$ cat src/hw/rtl/sblp_pkg.sv
// ----------------------------------------------------------------------------
// sblp_pkg
// Shared types and codes for the size-budgeted LRU pool.
// ----------------------------------------------------------------------------
package sblp_pkg;

    localparam int DEF_TABLE_ENTRIES = 16;
    localparam logic [23:0] USED_MAX = 24'hFFFFFF;

    localparam logic [1:0] CMD_REQUEST = 2'd0;
    localparam logic [1:0] CMD_TOUCH   = 2'd1;
    localparam logic [1:0] CMD_UNLOAD  = 2'd2;

    localparam logic [1:0] STATUS_OK       = 2'd0;
    localparam logic [1:0] STATUS_NOT_FOUND = 2'd1;
    localparam logic [1:0] STATUS_FULL     = 2'd2;

    localparam logic KIND_EVICT = 1'b0;
    localparam logic KIND_FINAL = 1'b1;

    localparam logic [1:0] WR_NONE  = 2'd0;
    localparam logic [1:0] WR_STAMP = 2'd1;
    localparam logic [1:0] WR_LOAD  = 2'd2;
    localparam logic [1:0] WR_CLEAR = 2'd3;

    typedef struct packed {
        logic [1:0]  cmd;
        logic [31:0] item_key;
        logic [15:0] item_id;
        logic [15:0] item_size_mb;
    } item_t;

    typedef struct packed {
        logic        kind;
        logic [15:0] result_id;
        logic        was_hit;
        logic [1:0]  status;
        logic [23:0] used_total_mb;
        logic [31:0] reload_count;
        logic [31:0] eviction_count;
        logic        is_last;
    } result_t;

    // write broadcast from the controller to the cells
    typedef struct packed {
        logic [1:0]  op;
        logic [31:0] key;
        logic [15:0] id;
        logic [15:0] size;
        logic [31:0] stamp;
    } wr_t;

    // running scan result handed from cell to cell
    typedef struct packed {
        logic        m_found;
        logic [15:0] m_id;
        logic [15:0] m_size;
        logic        f_found;
        logic        o_found;
        logic [31:0] o_age;
        logic [15:0] o_id;
        logic [15:0] o_size;
    } carry_t;

endpackage

$ cat src/hw/rtl/sblp_cell.sv
// ----------------------------------------------------------------------------
// sblp_cell
// One table slot plus one stage of the scan chain: first match, first free
// slot and oldest slot are merged into the carry from the left neighbor.
// ----------------------------------------------------------------------------
module sblp_cell
    import sblp_pkg::*;
#(
    parameter int IW       = 4,
    parameter int CELL_IDX = 0
)
(
    input  logic          clk,
    input  logic          rst_n,
    input  logic          id_mode,
    input  logic [31:0]   scan_key,
    input  logic [15:0]   scan_id,
    input  logic [31:0]   clock_now,
    input  wr_t           wr,
    input  logic [IW-1:0] wr_idx,
    input  carry_t        cin,
    input  logic [IW-1:0] m_idx_in,
    input  logic [IW-1:0] f_idx_in,
    input  logic [IW-1:0] o_idx_in,
    output carry_t        cout,
    output logic [IW-1:0] m_idx_out,
    output logic [IW-1:0] f_idx_out,
    output logic [IW-1:0] o_idx_out
);

    localparam logic [IW-1:0] MY_IDX = IW'(CELL_IDX);

    logic        valid_reg;
    logic [31:0] key_reg;
    logic [15:0] id_reg;
    logic [15:0] size_reg;
    logic [31:0] stamp_reg;

    carry_t        carry_reg, carry_next;
    logic [IW-1:0] m_idx_reg, m_idx_next;
    logic [IW-1:0] f_idx_reg, f_idx_next;
    logic [IW-1:0] o_idx_reg, o_idx_next;

    logic        sel;
    logic        hit;
    logic [31:0] age;

    assign sel = (wr_idx == MY_IDX);
    assign hit = valid_reg && (id_mode ? (id_reg == scan_id) : (key_reg == scan_key));
    assign age = clock_now - stamp_reg;

    always_ff @(posedge clk or negedge rst_n)
    begin
        if (!rst_n)
        begin
            valid_reg <= 1'b0;
        end
        else if (sel && wr.op == WR_LOAD)
        begin
            valid_reg <= 1'b1;
        end
        else if (sel && wr.op == WR_CLEAR)
        begin
            valid_reg <= 1'b0;
        end
    end

    always_ff @(posedge clk)
    begin
        if (sel && wr.op == WR_LOAD)
        begin
            key_reg  <= wr.key;
            id_reg   <= wr.id;
            size_reg <= wr.size;
        end
        if (sel && (wr.op == WR_LOAD || wr.op == WR_STAMP))
        begin
            stamp_reg <= wr.stamp;
        end
    end

    always_comb
    begin
        carry_next = cin;
        m_idx_next = m_idx_in;
        f_idx_next = f_idx_in;
        o_idx_next = o_idx_in;
        if (!cin.m_found && hit)
        begin
            carry_next.m_found = 1'b1;
            carry_next.m_id    = id_reg;
            carry_next.m_size  = size_reg;
            m_idx_next         = MY_IDX;
        end
        if (!cin.f_found && !valid_reg)
        begin
            carry_next.f_found = 1'b1;
            f_idx_next         = MY_IDX;
        end
        // strictly older wins, so ties stay with the lower index
        if (valid_reg && (!cin.o_found || age > cin.o_age))
        begin
            carry_next.o_found = 1'b1;
            carry_next.o_age   = age;
            carry_next.o_id    = id_reg;
            carry_next.o_size  = size_reg;
            o_idx_next         = MY_IDX;
        end
    end

    always_ff @(posedge clk or negedge rst_n)
    begin
        if (!rst_n)
        begin
            carry_reg <= '0;
            m_idx_reg <= '0;
            f_idx_reg <= '0;
            o_idx_reg <= '0;
        end
        else
        begin
            carry_reg <= carry_next;
            m_idx_reg <= m_idx_next;
            f_idx_reg <= f_idx_next;
            o_idx_reg <= o_idx_next;
        end
    end

    assign cout      = carry_reg;
    assign m_idx_out = m_idx_reg;
    assign f_idx_out = f_idx_reg;
    assign o_idx_out = o_idx_reg;

endmodule

$ cat config.mk
export PLATFORM = sky130hd
export DESIGN_NAME = sblp_cell
export DESIGN_NICKNAME = d
export VERILOG_FILES = /design/src/hw/rtl/sblp_pkg.sv /design/src/hw/rtl/sblp_cell.sv
export SDC_FILE = /design/constraint.sdc
export NUM_CORES = 1
export LEC_CHECK = 0
export BUFFER_PORTS_ARGS = -buffer_cell sky130_fd_sc_hd__buf_4
export CORE_AREA = 2 2 157 159
export CTS_BUF_LIST = sky130_fd_sc_hd__clkbuf_4
export CTS_CLUSTER_DIAMETER = 150
export DETAILED_ROUTE_END_ITERATION = 7
export DIE_AREA = 0 0 159 161
export GPL_TIMING_DRIVEN = 0
export PLACE_DENSITY = 0.83
export SYNTH_ARGS = -nofsm -noshare
export SYNTH_HDL_FRONTEND = slang
export SYNTH_SLANG_ARGS = --single-unit
$ cat constraint.sdc
create_clock -name clk -period 4.7 [get_ports clk]
set_clock_uncertainty 0.05 [all_clocks]
set_input_delay 0.705 -clock clk [delete_from_list [all_inputs] [get_ports clk]]
set_output_delay 0.705 -clock clk [all_outputs]
set_load 0.02 [all_outputs]
Yosys cells after proc, flatten, opt, wreduce, memory -nomap -nowiden:

Index checks and enable logic that the tools add are counted.

* register bits after elaboration: 208
* input bits: 296
* output and inout port bits: 111
* word-level logic and storage cells: 47

* add/subtract/negate cells: 1
* order comparisons: 1
* eq/ne operators: 5
* multiplexer cells: 9
* reduce and logical (&&, ||, !) cells: 15

Operators by type and width (number)
* 65-bit 2-to-1 mux: 1
* 33-bit 2-to-1 mux: 1
* 32-bit equality test: 1
* 32-bit > comparator: 1
* 32-bit subtractor: 1
* 16-bit equality test: 1
* 4-bit 2-to-1 mux: 3
* 1-bit logical AND: 7
* 2-bit equality test, second input constant: 2
* 1-bit logical NOT: 4
* 4-bit logical NOT: 1
* 1-bit 2-to-1 mux: 4
* 2-bit by 1-bit equality test with 1-bit output, second input constant: 1
* 1-bit logical OR: 2
* 2-bit nonzero test: 1

Longest topological paths before layout:

* depth after elaboration: 5
* mapped depth: 22
* depth with buffers taken out: 20

Least setup slack after synthesis:

No wires, ideal clock.

* path kind: input to register
* start point: input port clock_now[0]
* end point: register carry_reg (netlist bit cout[10])
* setup time: 125 ps
* arrival: 4828 ps
* data required time: 4525 ps
* setup slack: -303 ps
* stages: 20
* buffers on the path: 2
* cells stage by stage: inv_1 ha_1 inv_1 fa_1 a21o_1 a221o_1 a31oi_1 o31a_1 o311ai_1 a21o_1 a311o_1 ha_1 nor2b_1 o21ai_0 o2111ai_1 a21oi_1 a21o_1 clkbuf_1 clkbuf_1 mux2_2

RTL lines
* from (decl): line sblp_cell.sv:18 `input logic [31:0] clock_now,`
* to (signal assigned): line sblp_cell.sv:122 `carry_reg <= carry_next;`
* to (decl): line sblp_cell.sv:39 `carry_t carry_reg, carry_next;`

==> metrics.md <==
| Metric | Value |
|---|---|
| Outcome | finished with violations |
| Failing checks | setup timing |
| Slowest CP cell | a221o_1 |
| Utilization after layout | a little over three fifths |
| GRT met2 Usage | between 30% and 40% |
| Total Nets Final | approximately 1600 |
| Die height | approximately 160 um |
| H-tree depth | 2 |
| WHS | roughly 0.16 ns |
| Setup TNS | -0.6977 ns |
| Final Hold Viols | 0 |
| DR iter-0 viols | around 500 |
| Core Box Area | 0.02396 mm^2 |
| CTS tree | yes |
| Syn nets | ~1200 |
| Via Count | around 8400 |
| Share of cells above drive strength 1 | 50.71% |
| Met3 Use GR | under 10% |
| Max clock buf depth | 3 |
| Worst-path clk slew | 0.08 ns |
| WL per Instance | slightly below 20 um |
| Area grow syn2layout | 48.46% |
| Worst VDD drop | 241.4 uV |
| Pleak | about 7.2 nW |
| Setup crit end kind | flop |
| Detailed placement HPWL | 24810 um |
| Most used cell, CP | a21o_1 |
| Final ANT Viol Nets | 0 |
| Routing usage on met1 | between 20% and 30% |
| Switching Share | ~29% |
| DP Worst Slack | -1.039 ns |
| CP required | about 5.2 ns |
| CP max FO | 10 |
| Yosys reg bits | approximately 210 |
| Mean Syn Cell Area | ~13 um^2 |
| Clk root buf | clkbuf_4 |
| Num rows | 57 |
| Final setup viols | 29 |
| Unrepaired setup endpoints after global routing | true |
| Global routing's busiest layer | met2 |
| Placed Instances | approximately 1500 |
| Post-synthesis sequential area ratio | ~56% |
| Reg power frac | 41.2% |
| Worst-margin pin slew | between 0.9 and 1 ns |
| Psw | 1.496 mW |
| CTS buffer count | 55 |
| EDFF count, synth | 96 |
| Buf/Inv on CP | 4 |
| Startpoint types | flop |
| Part of the cycle the worst path needs | 101.2% |
| Cell chain of the critical path | ha_2 > inv_2 > fa_2 > a21o_1 > a221o_1 > a31oi_4 > o31a_1 > buf_6 > a31oi_2 > a21oi_1 > xnor2_1 > ha_1 > a21o_1 > a21o_1 > a21oi_2 > o2111ai_2 > a21oi_2 > a21o_1 > clkbuf_16 > clkbuf_16 > mux2_2 |
| Crit path DAT | 5.23 ns |
| Global-route wire length before repair | ~48000 um |
| Gpl congestion | 0.9424 |
| Relative slew slack | around two fifths |
| Gr usage total | between 20% and 30% |
| Via-to-Cell Ratio | about 5 |
| Synth cell types | 52 |
| Final min period | 4.757 ns |
| Max Clock Freq | between 0.2 and 0.25 GHz |
| Power Density | 336.9 mW/mm^2 |
| DRT Pass-1 Iters | 5 |
| Non-Filler Instances | 1656 |
| Overall die area | 0.02560 mm^2 |
| Largest net degree at the start of global routing | 66 |
| Clock power share | 31.7% |
| Yosys synthesis warning count | 0 |
| Largest register FFs | a little under 100 |
| Residual DRC | 0 |
| Pins over their slew limit | 0 |
| Port Buffers | between 400 and 500 |
| Mapped Cells | 801 |
| Number of global-route vias before repair | roughly 8700 |
| Clock Sinks | between 200 and 250 |
| CP delay by family, top | compound AO/OA/AOI/OAI gates |
| IO Count | ~410 |
| Cell Area, Synth | between 0.01 and 0.015 mm^2 |
| Max cap viols | 0 |
| Initial core utilization | a little over two fifths |
| CP Class | flop to flop |
| Worst hold path class | input port to flop |
| Int Pwr | about 3.6 mW |
| Biggest area consumer among synthesized cells | edfxtp_1 |
| Die X | 159 um |
| Top-area cell type share of the netlist area | 28.38% |
| Final WS setup | -0.05697 ns |
| Worst skew pair latency | about 0.67 ns |
| GRT overflow | 0 |
| Fraction of registers with async set/reset | 53.85% |
| Final WL | 32630 um |
| CP peak stage delay | about 0.37 ns |
| Initial antenna violation count | 3 |
| Main flop type after synthesis | dfrtp_1 |
| Largest cells by area after synthesis | edfxtp_1 28%, dfrtp_1 28%, ha_1 8.0% |
| Combinational share of power | 27.0% |
-- area by class of cell --
type,instances,area [um^2]
Fill cell,1804,8884
Sequential cell,208,5685
Multi-Input combinational cell,500,4415
Timing Repair Buffer,428,3311
Clock buffer,87,653.1
Tap cell,324,405.4
Inverter,73,274.0
Buffer,19,257.7
Clock inverter,14,70.07
Antenna cell,3,7.507
-- stage by stage --
step | power (mW) | instance area (um^2)
floorplan | 2.725 | 10200
global placement | 3.273 | 13660
detailed placement | 3.303 | 13720
CTS | 4.965 | 14600
global route | 5.331 | 15080
finish | 5.081 | 15080
-- metal layers --
| metal | vias up | share of wire (%) |
|---|---|---|
| li1 | 3863 | - |
| met1 | 3973 | 38 |
| met2 | 436 | 48 |
| met3 | 91 | 8.5 |
| met4 | 0 | 4.7 |
| met5 | - | 0 |
-- cells in the mapped netlist (3+ instances only) --
cell       count
a2111oi_0      3
a211oi_1       4
a21o_1        24
a21oi_1       36
a221o_1        3
a31oi_1        6
and2_1        10
and3_1         5
clkbuf_1      15
dfrtp_1      112
edfxtp_1      96
ha_1          65
inv_1         73
mux2_2        48
mux2_4        26
nand2_1       40
nand2b_1       6
nand3_1       12
nand4_1       17
nor2_1        18
nor2b_1        8
nor3_1         3
nor4_1        10
o21a_1         6
o21ai_0       38
o21bai_1       6
o31a_1         3
o31ai_1        3
xnor2_1       46
xor2_1        30
-- cells in the final DEF (no fill, tap or decap), types with 8 or more instances in the layout --
master	Yosys	routed
clkbuf_4	0	87
o21ai_2	0	9
o21ai_1	1	8
a21oi_1	36	30
o21ai_0	38	22
dfrtp_1	112	112
buf_4	0	420
nand2_1	40	29
ha_1	65	61
edfxtp_1	96	96
a21o_1	24	24
nor4_1	10	8
nand4_1	17	17
xnor2_1	46	44
mux2_2	48	39
nor2_1	18	15
nand3_1	12	11
inv_1	73	72
mux2_4	26	35
xor2_1	30	30
-- logic make-up (layout without fill, tap and decap cells) --
family / count (synthesis) / after routing / synth area share (%)
compound gates: 146 / 146 / 9.227
xor+xnor: 76 / 76 / 6.553
fa+ha+maj: 66 / 66 / 8.204
buf+inv: 93 / 621 / 3.917
flops: 208 / 208 / 55.97
mux: 74 / 74 / 9.165
other cells: 0 / 3 / 0
simple gates: 138 / 138 / 6.960
-- path summary, 6_finish.rpt --
check / startpoint / to / slack (ns) / depth (start not counted)
max: stamp_reg[0]$_DFFE_PP_ / cout[16]$_DFF_PN0_ / -0.06 / 21
min: wr[53] / id_reg[5]$_DFFE_PP_ / 0.16 / 1
max reg2reg: stamp_reg[0]$_DFFE_PP_ / cout[16]$_DFF_PN0_ / -0.06 / 21
min reg2reg: size_reg[8]$_DFFE_PP_ / cout[74]$_DFF_PN0_ / 0.46 / 1
max in group asynchronous: rst_n / cout[63]$_DFF_PN0_ / 3.35 / 3
min in group asynchronous: rst_n / cout[20]$_DFF_PN0_ / 0.55 / 2
-- repair_timing --
action | CTS | global route
hold buffers | 1 | 0
pin swaps | 5 | 26
setup buffers | 4 | 12
cloned | 0 | 3
hold endpoints to repair | 54 | 0
endpoints found under the setup margin | 68 | 68
gates resized for setup | 25 | 100
-- worst register-to-register path, delay by kind of cell, from the launching register on --
kind | cells | cell delay [ns]
fa+ha+maj | 3 | 0.73
flops | 1 | 0.34
buf+inv | 4 | 0.58
xor+xnor | 1 | 0.14
compound gates | 12 | 2.49
mux | 1 | 0.34
-- power by group through the flow --
| stage | registers [mW] | logic [mW] | clock network, mW |
|---|---|---|---|
| final | 2.09 | 1.37 | 1.61 |
| after global routing | 2.11 | 1.46 | 1.76 |
| after CTS | 2.10 | 1.22 | 1.65 |
| after detailed placement | 2.13 | 1.17 | 0 |
| after global placement | 2.13 | 1.14 | 0 |
| after floorplan | 2.27 | 0.451 | 0 |
No activity file was read; power rests on OpenSTA's default activity.
